===== src/hdl/accel_tilt_angles_assert.svh =====
// Assertion macros shared by the tilt angle block.
`ifndef ACCEL_TILT_ANGLES_ASSERT_SVH
`define ACCEL_TILT_ANGLES_ASSERT_SVH

// Property that must hold at every clock edge out of reset.
`define AT_ASSERT_ALWAYS(label, cond, msg) \
    label: assert property (@(posedge clk) disable iff (!rst_n) (cond)) else $error(msg);

// Property that must hold in the same cycle whenever the antecedent holds.
`define AT_ASSERT_IMPLY(label, ante, cons, msg) \
    label: assert property (@(posedge clk) disable iff (!rst_n) (ante) |-> (cons)) else $error(msg);

`endif


===== src/hdl/at_pkg.sv =====
// Shared constants, types and the arctangent step table of the tilt angle block.
package at_pkg;

    localparam int QDEPTH     = 4;
    localparam int QCNT_W     = 3;
    localparam int QPTR_W     = 2;
    localparam int ROOT_W     = 32;
    localparam int REM_W      = 35;
    localparam int RAD_W      = 64;
    localparam int CX_W       = 36;
    localparam int ACC_W      = 32;
    localparam int ACC_FRAC   = 16;
    localparam int FULL_ANGLE = 9000;
    localparam int MAG_W      = 14;
    localparam int ANGLE_W    = 15;
    localparam int TABLE_LEN  = 24;

    typedef struct packed {
        logic              avail;
        logic [QCNT_W-1:0] count;
    } q_status_t;

    // atan(2^-i) in centidegrees with 16 fraction bits.
    function automatic logic signed [ACC_W-1:0] atan_step(input logic [4:0] idx);
        logic signed [ACC_W-1:0] v;
        case (idx)
            5'd0:    v = 32'sd294912000;
            5'd1:    v = 32'sd174096719;
            5'd2:    v = 32'sd91987925;
            5'd3:    v = 32'sd46694507;
            5'd4:    v = 32'sd23437865;
            5'd5:    v = 32'sd11730358;
            5'd6:    v = 32'sd5866610;
            5'd7:    v = 32'sd2933484;
            5'd8:    v = 32'sd1466764;
            5'd9:    v = 32'sd733385;
            5'd10:   v = 32'sd366693;
            5'd11:   v = 32'sd183346;
            5'd12:   v = 32'sd91673;
            5'd13:   v = 32'sd45837;
            5'd14:   v = 32'sd22918;
            5'd15:   v = 32'sd11459;
            5'd16:   v = 32'sd5730;
            5'd17:   v = 32'sd2865;
            5'd18:   v = 32'sd1432;
            5'd19:   v = 32'sd716;
            5'd20:   v = 32'sd358;
            5'd21:   v = 32'sd179;
            5'd22:   v = 32'sd90;
            5'd23:   v = 32'sd45;
            default: v = '0;
        endcase
        return v;
    endfunction

endpackage


===== src/hdl/at_front.sv =====
// Front end: accepts samples, forms magnitudes and sums of squares, feeds the queue.
module at_front #(
    parameter int SB      = 16,
    parameter int ENTRY_W = 6 * SB + 2
) (
    input  logic                    clk,
    input  logic                    rst_n,
    input  logic                    sample_valid,
    output logic                    sample_stall,
    input  logic [SB-1:0]           accel_x,
    input  logic [SB-1:0]           accel_y,
    input  logic [SB-1:0]           accel_z,
    input  at_pkg::q_status_t       q_stat,
    output logic                    push,
    output logic [ENTRY_W-1:0]      push_data
);

    logic          f_vld_reg;
    logic [SB-1:0] x_reg;
    logic [SB-1:0] y_reg;
    logic [SB-1:0] z_reg;
    logic [SB-1:0] ux;
    logic [SB-1:0] uy;
    logic [SB-1:0] uz;
    logic [2*SB-1:0] xx;
    logic [2*SB-1:0] yy;
    logic [2*SB-1:0] zz;
    logic [at_pkg::QCNT_W:0] used;

    // The item held here is counted against the queue so it always has a slot.
    assign used = {1'b0, q_stat.count} + (at_pkg::QCNT_W + 1)'(f_vld_reg);
    assign sample_stall = (used >= (at_pkg::QCNT_W + 1)'(at_pkg::QDEPTH));

    always_ff @(posedge clk or negedge rst_n)
    begin
        if (!rst_n)
        begin
            f_vld_reg <= 1'b0;
        end
        else
        begin
            f_vld_reg <= sample_valid && !sample_stall;
        end
    end

    always_ff @(posedge clk)
    begin
        if (sample_valid && !sample_stall)
        begin
            x_reg <= accel_x;
            y_reg <= accel_y;
            z_reg <= accel_z;
        end
    end

    assign ux = x_reg[SB-1] ? (~x_reg + 1'b1) : x_reg;
    assign uy = y_reg[SB-1] ? (~y_reg + 1'b1) : y_reg;
    assign uz = z_reg[SB-1] ? (~z_reg + 1'b1) : z_reg;

    assign xx = {{SB{1'b0}}, ux} * {{SB{1'b0}}, ux};
    assign yy = {{SB{1'b0}}, uy} * {{SB{1'b0}}, uy};
    assign zz = {{SB{1'b0}}, uz} * {{SB{1'b0}}, uz};

    assign push      = f_vld_reg;
    assign push_data = {yy + zz, xx + zz, ux, uy, x_reg[SB-1], y_reg[SB-1]};

endmodule


===== config.mk =====
export PLATFORM = sky130hd
export DESIGN_NAME = at_front
export DESIGN_NICKNAME = d
export VERILOG_FILES = /design/src/hdl/accel_tilt_angles_assert.svh /design/src/hdl/at_pkg.sv /design/src/hdl/at_front.sv
export SDC_FILE = /design/constraint.sdc
export NUM_CORES = 1
export LEC_CHECK = 0
export ABC_AREA = 1
export BUFFER_PORTS_ARGS = -buffer_cell sky130_fd_sc_hd__buf_2
export CORE_MARGIN = 4
export CORE_UTILIZATION = 50
export CTS_CLUSTER_DIAMETER = 120
export DETAILED_ROUTE_END_ITERATION = 8
export PLACE_DENSITY = 0.72
export RECOVER_POWER = 50
export SLEW_MARGIN = 20
export SYNTH_ARGS = -nofsm -noshare
export SYNTH_HDL_FRONTEND = slang
export SYNTH_SLANG_ARGS = --single-unit

===== constraint.sdc =====
create_clock -name clk -period 33.9 [get_ports clk]
set_clock_uncertainty 0.05 [all_clocks]
set_input_delay 5.085 -clock clk [delete_from_list [all_inputs] [get_ports clk]]
set_output_delay 5.085 -clock clk [all_outputs]
set_load 0.05 [all_outputs]

==> summary.txt <==
Timing
  – Count of final setup violators: 0
  – Fmax: between 0.05 and 0.06 GHz
  – Worst slew margin: -44.1%
  – Final worst path period share: about half
  – Total Neg Setup Slack: 0 ps
  – RSZ-0062 raised after global routing: no
  – Min cycle time layout: roughly 17000 ps
  – Final hold vios: 0
  – Final worst setup slack: 16470 ps
  – Worst-margin pin slew: around 2200 ps
  – Number of max-slew violations in the final report: 33

Floorplan
  – Die footprint: 56400 um^2
  – I/O pin cnt: 155
  – Vertical die dimension: around 240 um
  – X dimension of the die: 238 um
  – Row cnt: 83
  – Initial core utilization: 50.9%
  – Area of the placeable core: 51700 um^2

Worst setup path
  – Critical path data required time: 28760 ps
  – Critical path peak fanout: 17
  – Most repeated library cell on the critical path: sky130_fd_sc_hd__fa_1
  – Critical Path End Type: output pin
  – Largest stage delay on the critical path: slightly above 800 ps
  – Cell with the biggest individual delay on the critical path: sky130_fd_sc_hd__xnor2_1
  – Kind of start point of the critical path: flip-flop
  – Type of the setup path with the least slack: flip-flop to output pin
  – Setup slack of the most critical reg-to-reg path: 30160 ps
  – Arrival time of data at the critical path endpoint: 12300 ps

Synth
  – Asr flop ratio synth: under 10%
  – Sequential element share of the synthesized area: 5.57%
  – Post-synthesis register bit count: 49
  – Prevailing post-synth register cell: sky130_fd_sc_hd__edfxtp_1
  – Cell area after technology mapping: 26300 um^2
  – Unique masters post-synth: 55
  – Cell type with the largest total area after synthesis: sky130_fd_sc_hd__fa_1
  – Number of instances in the synthesized netlist: 3249
  – Proportion of netlist area held by the largest area contributor: between 40% and 50%
  – Number of enable flip-flop cells after synthesis: 48
  – Mean post-synth cell area: 8.11 um^2
  – Number of synthesis warnings: 0
  – Cells taking the most area after synthesis: sky130_fd_sc_hd__fa_1 (42%), sky130_fd_sc_hd__inv_1 (14%), sky130_fd_sc_hd__ha_1 (14%), sky130_fd_sc_hd__nand2_1 (7.1%), sky130_fd_sc_hd__edfxtp_1 (5.5%)

CTS
  – Post-CTS Repair Setup Buffers: 0
  – H-Tree Level Count: 2
  – Sinks on Clock Net: 49
  – Clock tree from TritonCTS: yes
  – Post-cts hold buffer count: 0
  – Maximum buffer depth of the clock tree: 2
  – Clock slew at reported path FFs: 80 ps
  – Clock latency at the later pin of the worst-skew pair: 320 ps
  – Clock tree root buffer cell: sky130_fd_sc_hd__clkbuf_16
  – Quantity of gates resized following cts: 0
  – Number of buffers created by CTS: 5

Status
  – Status: complete, but fails checks
  – Failing checks: capacitance limit, slew limit

Placement
  – Detailed-placement wirelength estimate: 57800 um
  – Final estimated routing congestion in global placement: roughly 0.94
  – Placed cell count: around 4100
  – IO buf count: ~150
  – Post-placement worst setup slack: roughly 17000 ps

Hold path
  – Class of the worst hold path: flip-flop to flip-flop

Final layout
  – End-of-flow core utilization: 54.4%
  – Most common library cell in the layout ignoring fill and taps: sky130_fd_sc_hd__inv_1
  – Commonest cells after routing, fill and taps aside: sky130_fd_sc_hd__inv_1 (986), sky130_fd_sc_hd__fa_1 (547), sky130_fd_sc_hd__nand2_1 (497)
  – Area grow syn2layout: 6.73%
  – Layout cell share with drive strength beyond 1: around 7.2%
  – Nets@finish: 4305
  – Finished Layout Cells: 4099

Drt
  – DR iter-0 viols: roughly 1400
  – Post-detailed-route wirelength per cell: 16.2 um
  – Final ANT Viol Nets: 0
  – Total via count after detailed routing: 20621
  – Total Routed Length: 66600 um
  – Residual DRC count: 0
  – Detailed-router iteration count before antenna repair: 5
  – Routed via count divided by cell count: between 5 and 6

GRT
  – Pin count of the biggest net entering global routing: 33
  – Gr ovfl total: 0
  – Number of global-route vias before repair: 21598
  – First-pass GRT wire length: 108000 um
  – All-Layer GR Usage: 24.1%
  – Antenna violations before repair: 1

Run
  – Max capacitance violation total: 1
## metal layers
layer,vias up,routed length [um],global-route usage [%]
met3,125,4580,3.62
met4,0,2770,8.72
li1,9809,-,-
met1,10048,27800,32.1
met2,639,31400,40.4
met5,-,0,0
## cell type report
cell class	instances	area, um^2
antenna	1	2.50
fill	4942	23600
clock buffer	5	125
clock inverter	3	33.8
inverter	1020	3830
tap	680	851
multi-input combinational	2178	21000
timing repair buffer	163	832
sequential	49	1470
## cells in the mapped netlist, drive strengths merged, types with 23 or more instances
cell	number
nand3	82
edfxtp	48
buf	23
ha	286
fa	547
xnor2	32
nand2	510
o21ai	71
inv	1014
a21oi	91
nor2	327
xor2	70
nor3	26
## cell families (layout without fill, tap and decap cells)
family | Yosys count | after routing | share of synthesized area, %
adder cells (fa/ha/maj) | 833 | 833 | 55.2
other | 2 | 36 | 0.0285
AO/OA/AOI/OAI | 218 | 218 | 4.80
buffers and inverters | 1055 | 1191 | 15.3
multiplexers | 1 | 1 | 0.0380
XOR/XNOR | 102 | 102 | 3.61
flip-flops | 49 | 49 | 5.57
AND/OR/NAND/NOR | 989 | 989 | 15.5
## worst max-delay path, delay by kind of cell, from the launching register on
kind / cells / cell delay (ps)
AOI/OAI and AO/OA: 3 / 620
xor gates and xnor gates: 1 / 810
adders and majority gates: 13 / 6000
buffers and inverters: 10 / 1430
DFF: 1 / 680
and+or+nand+nor: 16 / 2390
## path summary, 6_finish.rpt
kind	start	to	cells past startpoint
setup / recovery	z_reg[0]	push_data[97]	43
hold / removal	push	z_reg[0]	2
setup reg to reg	push	y_reg[13]	3
hold reg to reg	push	z_reg[0]	2
max in group asynchronous	rst_n	push	1
min in group asynchronous	rst_n	push	1
## per-stage QoR
| stage | cell area, um^2 | hold WS [ps] |
|---|---|---|
| final | 28100 | 980 |
| after global routing | 28100 | 1070 |
| after CTS | 28100 | 780 |
| after detailed placement | 28000 | 759 |
| after global placement | 28000 | 757 |
| after floorplan | 26500 | 1860 |
Power is left out: the tool's default activity adds up to more than one toggle a clock period on the data nets, which glitch-free logic cannot reach.
