==> config.mk <==
export PLATFORM = sky130hd
export DESIGN_NAME = at_queue
export DESIGN_NICKNAME = d
export VERILOG_FILES = /design/src/hdl/accel_tilt_angles_assert.svh /design/src/hdl/at_pkg.sv /design/src/hdl/at_queue.sv
export SDC_FILE = /design/constraint.sdc
export NUM_CORES = 1
export LEC_CHECK = 0
export ABC_AREA = 1
export ABC_CLOCK_PERIOD_IN_PS = 3000
export BUFFER_PORTS_ARGS = -buffer_cell sky130_fd_sc_hd__buf_2
export CORE_MARGIN = 3
export CORE_UTILIZATION = 42
export DETAILED_ROUTE_END_ITERATION = 10
export GPL_ROUTABILITY_DRIVEN = 1
export GPL_TIMING_DRIVEN = 0
export MAX_ROUTING_LAYER = met4
export PLACE_DENSITY = 0.6
export SYNTH_ARGS = -nofsm -noshare
export SYNTH_HDL_FRONTEND = slang
export SYNTH_SLANG_ARGS = --single-unit
==> constraint.sdc <==
create_clock -name clk -period 3 [get_ports clk]
set_input_delay 0.9 -clock clk [delete_from_list [all_inputs] [get_ports clk]]
set_output_delay 0.9 -clock clk [all_outputs]
set_load 0.02 [all_outputs]
==> src/hdl/accel_tilt_angles_assert.svh <==
// Assertion macros shared by the tilt angle block.
`ifndef ACCEL_TILT_ANGLES_ASSERT_SVH
`define ACCEL_TILT_ANGLES_ASSERT_SVH

// Property that must hold at every clock edge out of reset.
`define AT_ASSERT_ALWAYS(label, cond, msg) \
    label: assert property (@(posedge clk) disable iff (!rst_n) (cond)) else $error(msg);

// Property that must hold in the same cycle whenever the antecedent holds.
`define AT_ASSERT_IMPLY(label, ante, cons, msg) \
    label: assert property (@(posedge clk) disable iff (!rst_n) (ante) |-> (cons)) else $error(msg);

`endif

==> src/hdl/at_pkg.sv <==
// Shared constants, types and the arctangent step table of the tilt angle block.
package at_pkg;

    localparam int QDEPTH     = 4;
    localparam int QCNT_W     = 3;
    localparam int QPTR_W     = 2;
    localparam int ROOT_W     = 32;
    localparam int REM_W      = 35;
    localparam int RAD_W      = 64;
    localparam int CX_W       = 36;
    localparam int ACC_W      = 32;
    localparam int ACC_FRAC   = 16;
    localparam int FULL_ANGLE = 9000;
    localparam int MAG_W      = 14;
    localparam int ANGLE_W    = 15;
    localparam int TABLE_LEN  = 24;

    typedef struct packed {
        logic              avail;
        logic [QCNT_W-1:0] count;
    } q_status_t;

    // atan(2^-i) in centidegrees with 16 fraction bits.
    function automatic logic signed [ACC_W-1:0] atan_step(input logic [4:0] idx);
        logic signed [ACC_W-1:0] v;
        case (idx)
            5'd0:    v = 32'sd294912000;
            5'd1:    v = 32'sd174096719;
            5'd2:    v = 32'sd91987925;
            5'd3:    v = 32'sd46694507;
            5'd4:    v = 32'sd23437865;
            5'd5:    v = 32'sd11730358;
            5'd6:    v = 32'sd5866610;
            5'd7:    v = 32'sd2933484;
            5'd8:    v = 32'sd1466764;
            5'd9:    v = 32'sd733385;
            5'd10:   v = 32'sd366693;
            5'd11:   v = 32'sd183346;
            5'd12:   v = 32'sd91673;
            5'd13:   v = 32'sd45837;
            5'd14:   v = 32'sd22918;
            5'd15:   v = 32'sd11459;
            5'd16:   v = 32'sd5730;
            5'd17:   v = 32'sd2865;
            5'd18:   v = 32'sd1432;
            5'd19:   v = 32'sd716;
            5'd20:   v = 32'sd358;
            5'd21:   v = 32'sd179;
            5'd22:   v = 32'sd90;
            5'd23:   v = 32'sd45;
            default: v = '0;
        endcase
        return v;
    endfunction

endpackage

==> src/hdl/at_queue.sv <==
// Short queue between the front end and the angle pipeline.
module at_queue #(
    parameter int W = 98
) (
    input  logic              clk,
    input  logic              rst_n,
    input  logic              push,
    input  logic [W-1:0]      push_data,
    input  logic              pop,
    output logic [W-1:0]      head_data,
    output at_pkg::q_status_t q_stat
);

    logic [W-1:0]               mem [0:at_pkg::QDEPTH-1];
    logic [at_pkg::QPTR_W-1:0]  wptr_reg;
    logic [at_pkg::QPTR_W-1:0]  rptr_reg;
    logic [at_pkg::QCNT_W-1:0]  cnt_reg;
    logic [at_pkg::QCNT_W-1:0]  cnt_next;

    always_ff @(posedge clk)
    begin
        if (push)
        begin
            mem[wptr_reg] <= push_data;
        end
    end

    always_comb
    begin
        case ({push, pop})
            2'b10:   cnt_next = cnt_reg + 1'b1;
            2'b01:   cnt_next = cnt_reg - 1'b1;
            default: cnt_next = cnt_reg;
        endcase
    end

    always_ff @(posedge clk or negedge rst_n)
    begin
        if (!rst_n)
        begin
            wptr_reg <= '0;
            rptr_reg <= '0;
            cnt_reg  <= '0;
        end
        else
        begin
            if (push)
            begin
                wptr_reg <= wptr_reg + 1'b1;
            end
            if (pop)
            begin
                rptr_reg <= rptr_reg + 1'b1;
            end
            cnt_reg <= cnt_next;
        end
    end

    assign head_data    = mem[rptr_reg];
    assign q_stat.avail = (cnt_reg != '0);
    assign q_stat.count = cnt_reg;

endmodule

==> flow_results.org, run 1 <==
** Synth
- Part of the Yosys area used for sequential elements :: 0.741
- XOR/XNOR Fraction of Synth Area :: 0.00217
- The post-synthesis compound-gate area fraction was 0.0934.
- Of the total synthesized cell area, the portion taken by full adders, half adders and majority gates is 0.00512.
- Counting every instance in the synthesized netlist gives 1191.
- Warnings, synthesis :: 0
- Of the post-synthesis cell area, the part taken by muxes is 0.
- Main combinational cell family by area after synthesis :: compound AO/OA/AOI/OAI gates
- Summed instance area of the synthesized netlist :: between 15000 and 20000 sq um
- When the netlist entered floorplanning its net count stood at around 1300.
- Per-instance average area after synthesis :: 13.5 sq um
- Number of synthesized register bits :: 399
- Basic-gate share of the synthesized area counting and, or, nand and nor cells :: 0.0720
- Number of distinct library cell variants in the gate-level netlist after synthesis :: 18

** STA
- The final number of max-transition violations came to 0.
- Worst-margin pin slew :: between 0.6 and 0.7 ns
- Worst slew slack as a fraction of its limit :: 0.537
- The final-report hold violation count came to 0.
- Setup violations remaining at the end of the flow were counted as 0.
- Max Freq :: about 350 MHz
- For the final database, setup skew stands at 0.00608 ns.
- Of the available clock period, the critical path in the final layout requires 0.950.
- Post-layout min period :: 2.85 ns
- Setup repair after global routing left no endpoint under its margin.
- Final setup slack of the worst path :: 0.149 ns

** Route
- After detailed routing, the number of vias per cell comes to 4.79.
- The first detailed-routing pass took 5 iterations.
- DR WL/cell :: 18.6 microns
- Final antenna-violating net count :: 0
- The routed design has 37100 microns of wire.
- Iter 0 DRT Violations :: 500
- The detailed router placed about 9600 vias in this run.
- Post-route DRC :: 0

** Outcome
- The run finished with clean final reports.

** Critical path
- Setup slack of the worst register-to-register path :: between 0.7 and 0.8 ns
- In this run the worst path has a maximum fanout of 10.
- The kind of cell with the highest combined delay along the critical path is buffers and inverters.
- Critical Path Sink Type :: output port
- Counting stages on the worst path, the most repeated cell is sky130_fd_sc_hd__buf_6.
- For this design, the slowest cell found on the critical path is sky130_fd_sc_hd__dfrtp_1.
- Endpoint of the most critical register-to-register path :: mem[1][52]
- Maximum single-stage delay on the critical path :: 0.37 ns
- STA puts the critical path data arrival time at between 1.5 and 2 ns.
- Required @ worst endpoint :: around 2.1 ns
- Critical path start-end classification :: register to output port
- For the worst flop-to-flop path, the logic depth is 6.
- Traced cell by cell, the critical path runs through buf_6, inv_8, buf_8, buf_6, o211ai_1, nand2_1, buf_2.
- The worst setup path is launched from a register.
- Startpoint of the worst-slack reg-to-reg timing path :: wptr_reg[0]
- The number of buffers and inverters on the critical path is 5.

** Layout
- Commonest non-fill, non-tap cells in the layout :: sky130_fd_sc_hd__edfxtp_1 (392), sky130_fd_sc_hd__nand2_1 (305), sky130_fd_sc_hd__buf_2 (220)
- FILL cells :: 3247
- End-of-flow core utilization :: 0.513
- Compared with the post-synthesis result, the final layout area differs by 20.0%.
- The register with the most flip-flops in the layout has around 390 of them.
- After the last flow step, the layout net total stands at 1558.
- Leading cell type in the layout, fill and taps excluded :: sky130_fd_sc_hd__edfxtp_1
- Multi-input gate area :: roughly 2800 sq um
- In the final layout, flip-flops and latches occupy 11900 sq um.
- In the final layout, the share of cells above drive strength 1 is 0.231.
- After the flow finishes, the layout carries non-filler instances totaling between 1500 and 2000.

** Global route
- Most Crowded Layer GR :: met2
- Maximum number of pins on one net before global-route repair :: 34
- Total congestion overflow after global routing :: 0
- The via count of the first global-routing pass came to approximately 9600.
- The first global-routing pass estimated 55900 microns of wire.
- Global-route met2 utilization :: 0.310
- Initial antenna violation count :: 4
- Gr usage total :: 0.185
- For met3 alone, demand over resource in global routing was 0.0356.
- For this run, global-route usage on met1 was measured as 0.235.

** Floorplanning
- In this run the core area contains between 70 and 80 standard-cell rows.
- Die Y-Extent :: ~200 microns
- The die covers 40800 sq um.
- The region available for standard cell placement spans 37800 sq um.
- The die is 202 microns wide.
- around 200 I/O pins were placed.
- The initial utilization of the core area, before any placement, comes to 0.427.

** Clock network
- Clock sinks :: between 300 and 400
- Clock tree synthesis selected as its root buffer the cell sky130_fd_sc_hd__clkbuf_16.
- Total setup buffers inserted after CTS :: 0
- Number of H-tree levels :: 2
- After clock tree synthesis, the clock-pin slew on the worst setup and hold paths is 0.05 ns.
- At the later pin of the worst-skew pair, clock insertion delay measures 0.53 ns.
- Number of clock buffers inserted by TritonCTS :: 43
- Maximum root-to-sink buffer count :: 3
- TritonCTS built the clock tree.

** Pwr
- Power Total :: ~21 mW
- Peak ir drop on the vdd network :: 0.597 mV
- Power per unit of standard cell area :: roughly 1100 nW/um^2
- In this run the static leakage power is 7.77 nW.

** Placed design
- Number of cells after detailed placement :: 1916
- Post-DP HPWL :: 23100 microns
- Routability-driven placement finished with a final weighted congestion of 0.729.
- Number of buffer cells added on primary ports :: 202
- Worst Setup Slack post-DPL :: approximately 0.17 ns

** Hold path
- Hold/Removal Path Class :: input pin to asynchronous set/reset pin

** Run
- Across the run, the number of max-cap violations was 0.
-- worst max-delay path by stage --
stage	start	slack [ns]	endpoint	cells after the start
floorplan	push	0.02	mem[0][0]	3
global placement	push	-1.40	mem[3][55]	3
detailed placement	push	0.17	mem[1][55]	6
CTS	rptr_reg[1]	0.03	head_data[94]	7
global route	rptr_reg[1]	0.05	head_data[94]	7
finish	rptr_reg[1]	0.15	head_data[92]	7
-- power breakdown --
part | leakage (nW) | internal [mW] | switching, mW
Sequential | 3.68 | 7.28 | 0.224
Clock | 0.621 | 2.89 | 2.00
Combinational | 3.47 | 2.69 | 5.52
Total | 7.77 | 12.9 | 7.75
-- synthesized netlist by cell type --
cell type                  number  area (sq um)
sky130_fd_sc_hd__buf_2         18          90.1
sky130_fd_sc_hd__buf_4          4          30.0
sky130_fd_sc_hd__buf_6         43           484
sky130_fd_sc_hd__clkbuf_1       1          3.75
sky130_fd_sc_hd__dfrtp_1        7           175
sky130_fd_sc_hd__edfxtp_1     392         11800
sky130_fd_sc_hd__fa_1           1          20.0
sky130_fd_sc_hd__ha_1           5          62.6
sky130_fd_sc_hd__inv_1        209           785
sky130_fd_sc_hd__inv_4          1          6.26
sky130_fd_sc_hd__nand2_1      305          1140
sky130_fd_sc_hd__nand3_1        2          10.0
sky130_fd_sc_hd__nand4_1        1          6.26
sky130_fd_sc_hd__o211ai_1     191          1430
sky130_fd_sc_hd__o211ai_2       5          62.6
sky130_fd_sc_hd__o21ai_0        2          10.0
sky130_fd_sc_hd__xnor2_1        1          8.76
sky130_fd_sc_hd__xor2_1         3          26.3
-- metal layers --
layer  part of all wire  vias up
met1               0.43     4591
met2               0.50      247
met4              0.018        0
li1                   -     4670
met5                  0        -
met3              0.057       47
-- area by class of cell --
class / instances / area share
Antenna cell: 4 / 0.000517
Timing Repair Buffer: 214 / 0.0646
Buffer: 66 / 0.0319
Sequential cell: 399 / 0.617
Clock inverter: 16 / 0.00634
Multi-Input combinational cell: 516 / 0.144
Clock buffer: 57 / 0.0605
Tap cell: 511 / 0.0330
Inverter: 210 / 0.0419
-- logic make-up (layout without fill, tap and decap cells) --
family          count (synthesis)  count (layout)
compound gates                198             198
xor+xnor                        4               4
fa+ha+maj                       6               6
buf+inv                       276             563
flops                         399             399
other cells                     0               4
simple gates                  308             308
-- worst register-to-register path: cells and delay by family (launching register included) --
| family | cells | cell delay (ns) |
|---|---|---|
| adder cells (fa/ha/maj) | 1 | 0.21 |
| buffers and inverters | 4 | 1.28 |
| flip-flops | 1 | 0.42 |
| AND/OR/NAND/NOR | 1 | 0.11 |
-- metrics by stage --
| step | instance area (sq um) | hold slack, ns | TNS [ns] |
|---|---|---|---|
| CTS | 19300 | 0.169 | 0 |
| global route | 19400 | 0.190 | 0 |
| detailed placement | 18000 | 0.490 | 0 |
| floorplan | 16100 | 0.491 | 0 |
| finish | 19400 | 0.192 | 0 |
| global placement | 17800 | 0.479 | -540.44 |
-- repair_timing --
item / CTS / global route
pin swaps: 0 / 0
endpoints found under the setup margin: 3 / 6
hold buffers: 0 / 0
resized for setup: 1 / 3
No activity file was read; power rests on OpenSTA's default activity.
==> inputs of run 2 (changes only) <==
--- a/config.mk
+++ b/config.mk
@@ -5,7 +5,6 @@
 export SDC_FILE = /design/constraint.sdc
 export NUM_CORES = 1
 export LEC_CHECK = 0
-export ABC_AREA = 1
 export ABC_CLOCK_PERIOD_IN_PS = 3000
 export BUFFER_PORTS_ARGS = -buffer_cell sky130_fd_sc_hd__buf_2
 export CORE_MARGIN = 3
@@ -14,7 +13,7 @@
 export GPL_ROUTABILITY_DRIVEN = 1
 export GPL_TIMING_DRIVEN = 0
 export MAX_ROUTING_LAYER = met4
-export PLACE_DENSITY = 0.6
+export PLACE_DENSITY = 0.61
 export SYNTH_ARGS = -nofsm -noshare
 export SYNTH_HDL_FRONTEND = slang
 export SYNTH_SLANG_ARGS = --single-unit
==> flow_results.org, run 2 <==
** Global route
- The first-pass GRT wire length was 41600 microns (was 55900 microns).
- Number of global-route vias before repair :: 7137 (was 9579)
- The global-route usage over all layers is 0.153 (was 0.185).
- Maximum number of pins on one net before global-route repair :: 58 (was 34)
- Total congestion overflow after global routing :: 0 (unchanged)
- Initial antenna violation count :: 4 (unchanged)

** Synth
- The post-synth net total is 655 (was 1299).
- The cell with the most instances after synthesis is sky130_fd_sc_hd__edfxtp_1 (unchanged).
- The distinct cell type count after synthesis was 18 (unchanged).
- Fraction of registers with async set/reset :: 0.0175 (unchanged)
- Largest area contributor in the synthesized netlist :: sky130_fd_sc_hd__edfxtp_1 (unchanged)
- Share of Yosys cell area claimed by the top area cell type :: 0.804 (was 0.730)
- Leading post-synthesis cells by cell area: sky130_fd_sc_hd__edfxtp_1 (80%), sky130_fd_sc_hd__mux4_2 (15%), sky130_fd_sc_hd__buf_12 (1.4%) (was sky130_fd_sc_hd__edfxtp_1 (73%), sky130_fd_sc_hd__o211ai_1 (8.9%), sky130_fd_sc_hd__nand2_1 (7.1%)).
- The number of enable-type register cells in the synthesized netlist came to 392 (unchanged).
- Commonest register cell after synthesis :: sky130_fd_sc_hd__edfxtp_1 (unchanged)
- The mean cell area of the mapped netlist came to 26.8 sq um (was 13.5 sq um).
- The number of standard cells after synthesis was 547 (was 1191).
- Part of the Yosys area used for sequential elements :: 0.816 (was 0.741)
- Commonest cells post-synth: sky130_fd_sc_hd__edfxtp_1 (392), sky130_fd_sc_hd__mux4_2 (98), sky130_fd_sc_hd__buf_12 (10), sky130_fd_sc_hd__buf_2 (10), sky130_fd_sc_hd__dfrtp_1 (7) (was sky130_fd_sc_hd__edfxtp_1 (392), sky130_fd_sc_hd__nand2_1 (305), sky130_fd_sc_hd__inv_1 (209), sky130_fd_sc_hd__o211ai_1 (191), sky130_fd_sc_hd__buf_6 (43)).
- Warnings, synthesis :: 0 (unchanged)
- Summed instance area of the synthesized netlist :: 14600 sq um (was 16100 sq um)
- The register bit total from synthesis was 399 (unchanged).

** Floorplanning
- Area of the core region :: 34000 sq um (was 37800 sq um)
- Count of standard-cell rows :: 67 (was 71)
- The vertical die dimension is 193 microns (was 202 microns).
- The die extent in x came to 193 microns (was 202 microns).
- I/O pin count :: 204 (unchanged)
- The initial standard-cell utilization of the core came to 0.431 (was 0.427).
- DIE AREA :: 37100 sq um (was 40800 sq um)

** Placed design
- Number of cells after detailed placement :: 1202 (was 1916)
- Post-DP HPWL :: 17200 microns (was 23100 microns)
- Global placement routability congestion :: 0.712 (was 0.729)
- The number of input and output port buffers inserted came to 203 (was 202).

** Pwr
- Peak ir drop on the vdd network :: 0.656 mV (was 0.597 mV)
- Leakage :: 6.08 nW (was 7.77 nW)
- The total power draw is 18.4 mW (was 20.6 mW).
- Power per unit of standard cell area :: 1040 nW/um^2 (was 1070 nW/um^2)

** STA
- Post-layout min period :: 2.88 ns (was 2.85 ns)
- The worst setup skew after layout came to 0.0248 ns (was 0.00608 ns).
- Worst slew slack as a fraction of its limit :: 0.382 (was 0.537)
- Unrepaired setup endpoints after global routing :: no (unchanged)
- The final cycle utilization of the critical path came to 0.961 (was 0.950).
- The final number of max-transition violations came to 0 (unchanged).
- The actual transition at the worst max-transition pin is 0.927 ns (was 0.693 ns).
- Max Freq :: 347 MHz (was 351 MHz)
- The final-report hold violation count was 0 (unchanged).
- Final-report setup violation count :: 0 (unchanged)

** Clock network
- Maximum root-to-sink buffer count :: 3 (unchanged)
- Number of H-tree levels :: 2 (unchanged)
- Number of clock buffers inserted by TritonCTS :: 41 (was 43)
- Total setup buffers inserted after CTS :: 0 (unchanged)
- Clock root cell :: sky130_fd_sc_hd__clkbuf_16 (unchanged)
- Clk_lat worst skew :: 0.54 ns (was 0.53 ns)
- The TritonCTS clock tree was built (unchanged).
- Clock sinks :: 399 (unchanged)
- The clock-pin slew on the worst setup and hold paths is 0.06 ns (was 0.05 ns).

** Critical path
- Largest fanout of any net on the critical path :: 10 (unchanged)
- The flop-to-flop setup slack is 0.85 ns (was 0.71 ns).
- The required time at the endpoint of the critical path was 2.10 ns (about the same).
- The start-to-end type of the worst setup path is register to output port (unchanged).
- Startpoint of the worst-slack reg-to-reg timing path :: wptr_reg[0] (unchanged)
- The capturing element type of the critical path is an output port (unchanged).
- Startpoint kind of the worst setup timing path :: register (unchanged)
- Data arrival, critical path :: 1.98 ns (was 1.95 ns)
- The cell depth of the worst flop-to-flop path was 4 (was 6).
- Crit path from :: rptr_reg[0] (was rptr_reg[1])

** Layout
- The share of final-layout standard cells stronger than drive strength 1 was 0.468 (was 0.231).
- The number of flip-flops under the largest register name was 392 (unchanged).
- Leading cell type in the layout, fill and taps excluded :: sky130_fd_sc_hd__edfxtp_1 (unchanged)
- Final #Nets :: 905 (was 1558)
- Commonest non-fill, non-tap cells in the layout :: sky130_fd_sc_hd__edfxtp_1 (392), sky130_fd_sc_hd__buf_2 (211), sky130_fd_sc_hd__mux4_2 (98) (was sky130_fd_sc_hd__edfxtp_1 (392), sky130_fd_sc_hd__nand2_1 (305), sky130_fd_sc_hd__buf_2 (220))
- Non-filler cells, final :: 1281 (was 1993)
- Synthesis-to-layout area growth :: 20.9% (was 20.0%)

** Route
- Final antenna-violating net count :: 0 (unchanged)
- Count of vias placed by the detailed router :: 6525 (was 9555)
- Detailed-routing iteration count for the pre-antenna-repair pass :: 4 (was 5)
- The iteration-0 DRC count of the detailed router is 293 (was 500).
- The residual DRC count came to 0 (unchanged).
- DR WL/cell :: 21.3 microns (was 18.6 microns)
- Detailed Route WL :: 27300 microns (was 37100 microns)
- The via count normalized by instance count came to 5.09 (was 4.79).

** Run
- Maximum capacitance violations :: 0 (unchanged)

** Outcome
- Outcome :: completed (unchanged)

** Hold path
- Hold/Removal Path Class :: input pin to asynchronous set/reset pin (unchanged)
-- run 2: cells by family after synthesis --
kind of cell,count (synthesis),share of synthesized area
muxes,99,0.151
DFF,399,0.816
and+or+nand+nor,8,0.00291
buffers and inverters,28,0.0199
adders and majority gates,6,0.00564
AOI/OAI and AO/OA,1,0.000342
xor gates and xnor gates,6,0.00359
-- run 2: final timing paths --
| kind | endpoint |
|---|---|
| max | head_data[72] |
| min reg2reg | cnt_reg[2] |
| max reg2reg | mem[0][1] |
| max in group asynchronous | wptr_reg[1] |
| min in group clk | cnt_reg[2] |
| min | cnt_reg[2] |
-- run 2: report_power, final --
part           leakage, nW  internal [mW]  total [mW]  switching [mW]
clock                0.644           2.92        4.91            1.99
combinational         1.75           2.51        5.93            3.43
sequential            3.68           7.29        7.52           0.230
-- run 2: cell type report --
class / count / area, sq um
fillers: 2656 / 16300
well taps: 448 / 561
flip-flops and latches: 399 / 11900
clock buffers: 49 / 1080
plain buffers: 22 / 290
clock inverters: 26 / 248
diodes: 4 / 10.0
repair buffers: 207 / 1130
multi-input cells: 120 / 2410
inverters: 6 / 22.5
-- run 2: repair_timing --
item,CTS,global route
hold buffers,0,0
pin swaps,0,0
gates resized for setup,4,2
setup endpoints to repair,29,28
-- run 2: metrics by stage --
stage	worst slack, ns	util	hold WS, ns	instance area (sq um)	TNS, ns
floorplan	0.435	-	0.491	14600	0
CTS	0.0137	0.521	0.177	17700	0
finish	0.117	0.521	0.206	17700	0
detailed placement	0.371	0.481	0.510	16300	0
global route	0.0138	0.521	0.189	17700	0
global placement	-0.629	0.478	0.504	16200	-241.73
-- run 2: critical path, cell delays in order, from the launching register on --
cell and delay, ns:
sky130_fd_sc_hd__dfrtp_1 0.37, sky130_fd_sc_hd__buf_12 0.20, sky130_fd_sc_hd__buf_12 0.17, sky130_fd_sc_hd__mux4_2 0.51, sky130_fd_sc_hd__buf_2 0.19
-- run 2: layer usage --
layer  global-route usage  vias to the layer above  wire (microns)
met5                    -                        -               0
met2                0.249                      181           13800
met3               0.0472                       37            2110
met4               0.0406                        0             457
met1                0.188                     3434           10900
li1                     -                     2873               -
==> inputs of run 3 (changes only) <==
--- a/config.mk
+++ b/config.mk
@@ -5,7 +5,7 @@
 export SDC_FILE = /design/constraint.sdc
 export NUM_CORES = 1
 export LEC_CHECK = 0
-export ABC_CLOCK_PERIOD_IN_PS = 3000
+export ABC_CLOCK_PERIOD_IN_PS = 3400
 export BUFFER_PORTS_ARGS = -buffer_cell sky130_fd_sc_hd__buf_2
 export CORE_MARGIN = 3
 export CORE_UTILIZATION = 42
@@ -13,7 +13,7 @@
 export GPL_ROUTABILITY_DRIVEN = 1
 export GPL_TIMING_DRIVEN = 0
 export MAX_ROUTING_LAYER = met4
-export PLACE_DENSITY = 0.61
+export PLACE_DENSITY = 0.58
 export SYNTH_ARGS = -nofsm -noshare
 export SYNTH_HDL_FRONTEND = slang
 export SYNTH_SLANG_ARGS = --single-unit
==> constraint.sdc (replaced) <==
create_clock -name clk -period 3.4 [get_ports clk]
set_input_delay 1.02 -clock clk [delete_from_list [all_inputs] [get_ports clk]]
set_output_delay 1.02 -clock clk [all_outputs]
set_load 0.02 [all_outputs]
==> flow_results.org, run 3 (synthesized netlist as in run 2, its figures left out) <==
** Critical path
- CP bufs+invs :: 4 (was 3)
- Number of cells on the worst reg-to-reg path :: 4 (unchanged)
- The slowest stage cell on the critical path is sky130_fd_sc_hd__mux4_2 (unchanged).
- Worst path top cell family by delay :: buffers and inverters (unchanged)
- Required @ worst endpoint :: 2.38 ns (was 2.10 ns)
- Startpoint of the worst-slack reg-to-reg timing path :: wptr_reg[0] (unchanged)
- Series of cell instances along the critical path :: clkbuf_4, buf_4, buf_2, mux4_2, buf_2 (was buf_12, buf_12, mux4_2, buf_2)
- Startpoint kind of the worst setup timing path :: register (unchanged)
- Maximum single-stage delay on the critical path :: 0.38 ns (was 0.51 ns)
- Cell count along the critical path :: 5 (was 4)
- Endpoint of the most critical register-to-register path :: mem[2][22] (was mem[0][1])
- Critical Path End :: head_data[78] (was head_data[72])
- Setup slack of the worst register-to-register path :: 1.39 ns (was 0.85 ns)
- Largest fanout of any net on the critical path :: 10 (unchanged)
- The most numerous cell on the critical path is sky130_fd_sc_hd__buf_2 (was sky130_fd_sc_hd__buf_12).
- The critical path data arrival time was 2.21 ns (was 1.98 ns).
- Crit path from :: rptr_reg[1] (was rptr_reg[0])
- Critical path start-end classification :: register to output port (unchanged)
- The capturing element type of the critical path is an output port (unchanged).

** Outcome
- Outcome: completed (unchanged).

** STA
- Total negative slack :: 0 ns (unchanged)
- Dividing the final minimum period by the clock period gives 0.950.
- Max Freq :: just over 300 MHz
- Clock tree skew after final layout :: 0.0104 ns (was 0.0248 ns)
- Post-route worst hold slack :: 0.325 ns (was 0.206 ns)
- Unrepaired setup endpoints after global routing :: no (unchanged)
- The final worst setup slack came to 0.169 ns (was 0.117 ns).
- The count of endpoints failing setup in the final report was 0 (unchanged).
- The actual transition at the worst max-transition pin came to 0.676 ns (was 0.927 ns).
- Worst slew slack as a fraction of its limit :: 0.549 (was 0.382)
- Final number of hold-violating endpoints :: 0 (unchanged)
- Pins Over Slew Limit :: 0 (unchanged)
- After layout, the minimum clock period comes to between 3 and 4 ns.

** Pwr
- Sequential cell fraction of total power :: 0.408 (was 0.410)
- Leakage :: 6.09 nW (was 6.08 nW)
- Power share of the clock group :: 0.269 (was 0.267)
- Internal Pwr Total :: 11.3 mW (was 12.7 mW)
- Net load switching power :: 4.93 mW (was 5.65 mW)
- Proportion of power drawn by combinational gates :: 0.323 (about the same)
- The power per unit of standard cell area was 917 nW/um^2 (was 1040 nW/um^2).
- The worst-case vdd ir drop is 0.541 mV (was 0.656 mV).
- Switching fraction of total power :: 0.303 (was 0.308)
- Power Total :: 16.2 mW (was 18.4 mW)

** Clock network
- Number of clock buffers inserted by TritonCTS :: 41 (unchanged)
- The buffer levels on the longest clock path is 3 (unchanged).
- # resized after CTS :: 0 (was 4)
- The clock insertion delay at the later pin of the skew report is 0.53 ns (was 0.54 ns).
- The cell chosen for the clock root is sky130_fd_sc_hd__clkbuf_16 (unchanged).
- The number of setup buffers added after CTS came to 0 (unchanged).
- Clock tree from TritonCTS :: built (unchanged)
- Hold buffer count at CTS :: 0 (unchanged)
- Clock sinks :: 399 (unchanged)
- Post-CTS clock slew at the launch and capture registers of the worst setup and hold paths :: 0.06 ns (about the same)
- Number of H-tree levels :: 2 (unchanged)

** Floorplanning
- Starting Density :: 0.431 (unchanged)
- Chip Width :: 193 microns (unchanged)
- The number of rows in the core area came to 67 (unchanged).
- The vertical die dimension was 193 microns (unchanged).
- The core region area is 34000 sq um (unchanged).
- The area enclosed by the die boundary was 37100 sq um (unchanged).
- The I/O pin count was 204 (unchanged).

** Placed design
- Worst Setup Slack post-DPL :: 0.603 ns (was 0.371 ns)
- The number of placed instances, taps included came to 1204 (was 1202).
- Post-DP HPWL :: 17400 microns (was 17200 microns)
- The routability-driven placement congestion ratio was 0.712 (about the same).
- Number of buffer cells added on primary ports :: 203 (unchanged)

** Layout
- Commonest non-fill, non-tap cells in the layout: sky130_fd_sc_hd__edfxtp_1 (392), sky130_fd_sc_hd__buf_2 (212), sky130_fd_sc_hd__mux4_2 (98) (was sky130_fd_sc_hd__edfxtp_1 (392), sky130_fd_sc_hd__buf_2 (211), sky130_fd_sc_hd__mux4_2 (98)).
- Flip-flop count of the largest register, all copies and words added :: 392 (unchanged)
- Fraction of final layout cells with drive strength greater than 1 :: 0.467 (was 0.468)
- The most frequent standard cell in the layout excluding fill and tap cells is sky130_fd_sc_hd__edfxtp_1 (unchanged).
- The final instance count without filler cells came to 1283 (was 1281).
- Final #Nets :: 907 (was 905)
- The growth of design area from synthesis to finish was 21.1% (was 20.9%).

** Run
- The number of maximum-capacitance violations came to 0 (unchanged).

** Route
- The total wirelength of the detailed-routed design came to 27500 microns (was 27300 microns).
- Final antenna-violating net count :: 0 (unchanged)
- The vias after detailed routing came to 6528 (was 6525).
- DR WL/cell :: 21.4 microns (was 21.3 microns)
- Iter 0 DRT Violations :: 380 (was 293)
- Post-route DRC :: 0 (unchanged)
- Detailed-routing iteration count for the pre-antenna-repair pass :: 5 (was 4)
- Vias per inst :: 5.09 (about the same)

** Hold path
- The worst hold-check path type was input pin to asynchronous set/reset pin (unchanged).

** Global route
- Initial antenna violation count :: 6 (was 4)
- The first-pass GRT wire length was 41800 microns (was 41600 microns).
- Number of global-route vias before repair :: 7150 (was 7137)
- Total congestion overflow after global routing :: 0 (unchanged)
- Maximum number of pins on one net before global-route repair :: 60 (was 58)
- Gr usage total :: 0.155 (was 0.153)
==> run 3: cell types whose count changed in the layout (fill, tap and decap cells not counted), sizes merged <==
cell,previous run,this run
buf,229,230
bufinv,4,5
clkbuf,49,55
clkinv,19,12
clkinvlp,2,0
diode,4,7
==> run 3: metrics by stage <==
step,instance area (sq um),utilization
after global placement,16200,0.478
after floorplan,14600,-
after CTS,17700,0.521
after global routing,17700,0.522
after detailed placement,16400,0.482
final,17700,0.522
==> run 3: worst reg2reg max path: cells and delay by family (launching register included) <==
family                   cells  cell delay (ns)
buffers and inverters        2             0.52
flip-flops                   1             0.42
AND/OR/NAND/NOR              1             0.57
adder cells (fa/ha/maj)      1             0.15
==> run 3: area by class of cell <==
cell class / count / area, sq um
fill: 2662 / 16200
sequential: 399 / 11900
multi-input combinational: 120 / 2410
timing repair buffer: 209 / 1170
clock buffer: 54 / 1120
tap: 448 / 561
buffer: 22 / 272
clock inverter: 18 / 210
inverter: 6 / 22.5
antenna: 7 / 17.5
==> run 3: metal layers <==
metal  vias up  part of all wire  track usage
met1      3402              0.38        0.185
li1       2882                 -            -
met3        41             0.091       0.0554
met5         -                 0            -
met4         0             0.020       0.0431
met2       203              0.51        0.253
==> run 3: how the worst min path moves through the flow <==
| stage | from | endpoint | slack [ns] | cells past startpoint |
|---|---|---|---|---|
| 4_1_cts | rst_n | cnt_reg[0] | 0.30 | 1 |
| 6_report | rst_n | cnt_reg[0] | 0.32 | 1 |
| 3_5_place_dp | cnt_reg[2] | cnt_reg[2] | 0.52 | 1 |
| 2_1_floorplan | wptr_reg[0] | wptr_reg[0] | 0.49 | 1 |
| 5_1_grt | rst_n | cnt_reg[2] | 0.30 | 1 |
| 3_3_place_gp | wptr_reg[0] | wptr_reg[0] | 0.50 | 1 |
==> run 3: power groups by stage <==
stage	clock network, mW	registers [mW]	logic [mW]
6_report	4.38	6.63	5.24
5_1_grt	4.74	6.69	5.69
4_1_cts	4.52	6.64	5.41
3_5_place_dp	0	6.74	5.40
3_3_place_gp	0	6.75	5.21
2_1_floorplan	0	6.71	3.63
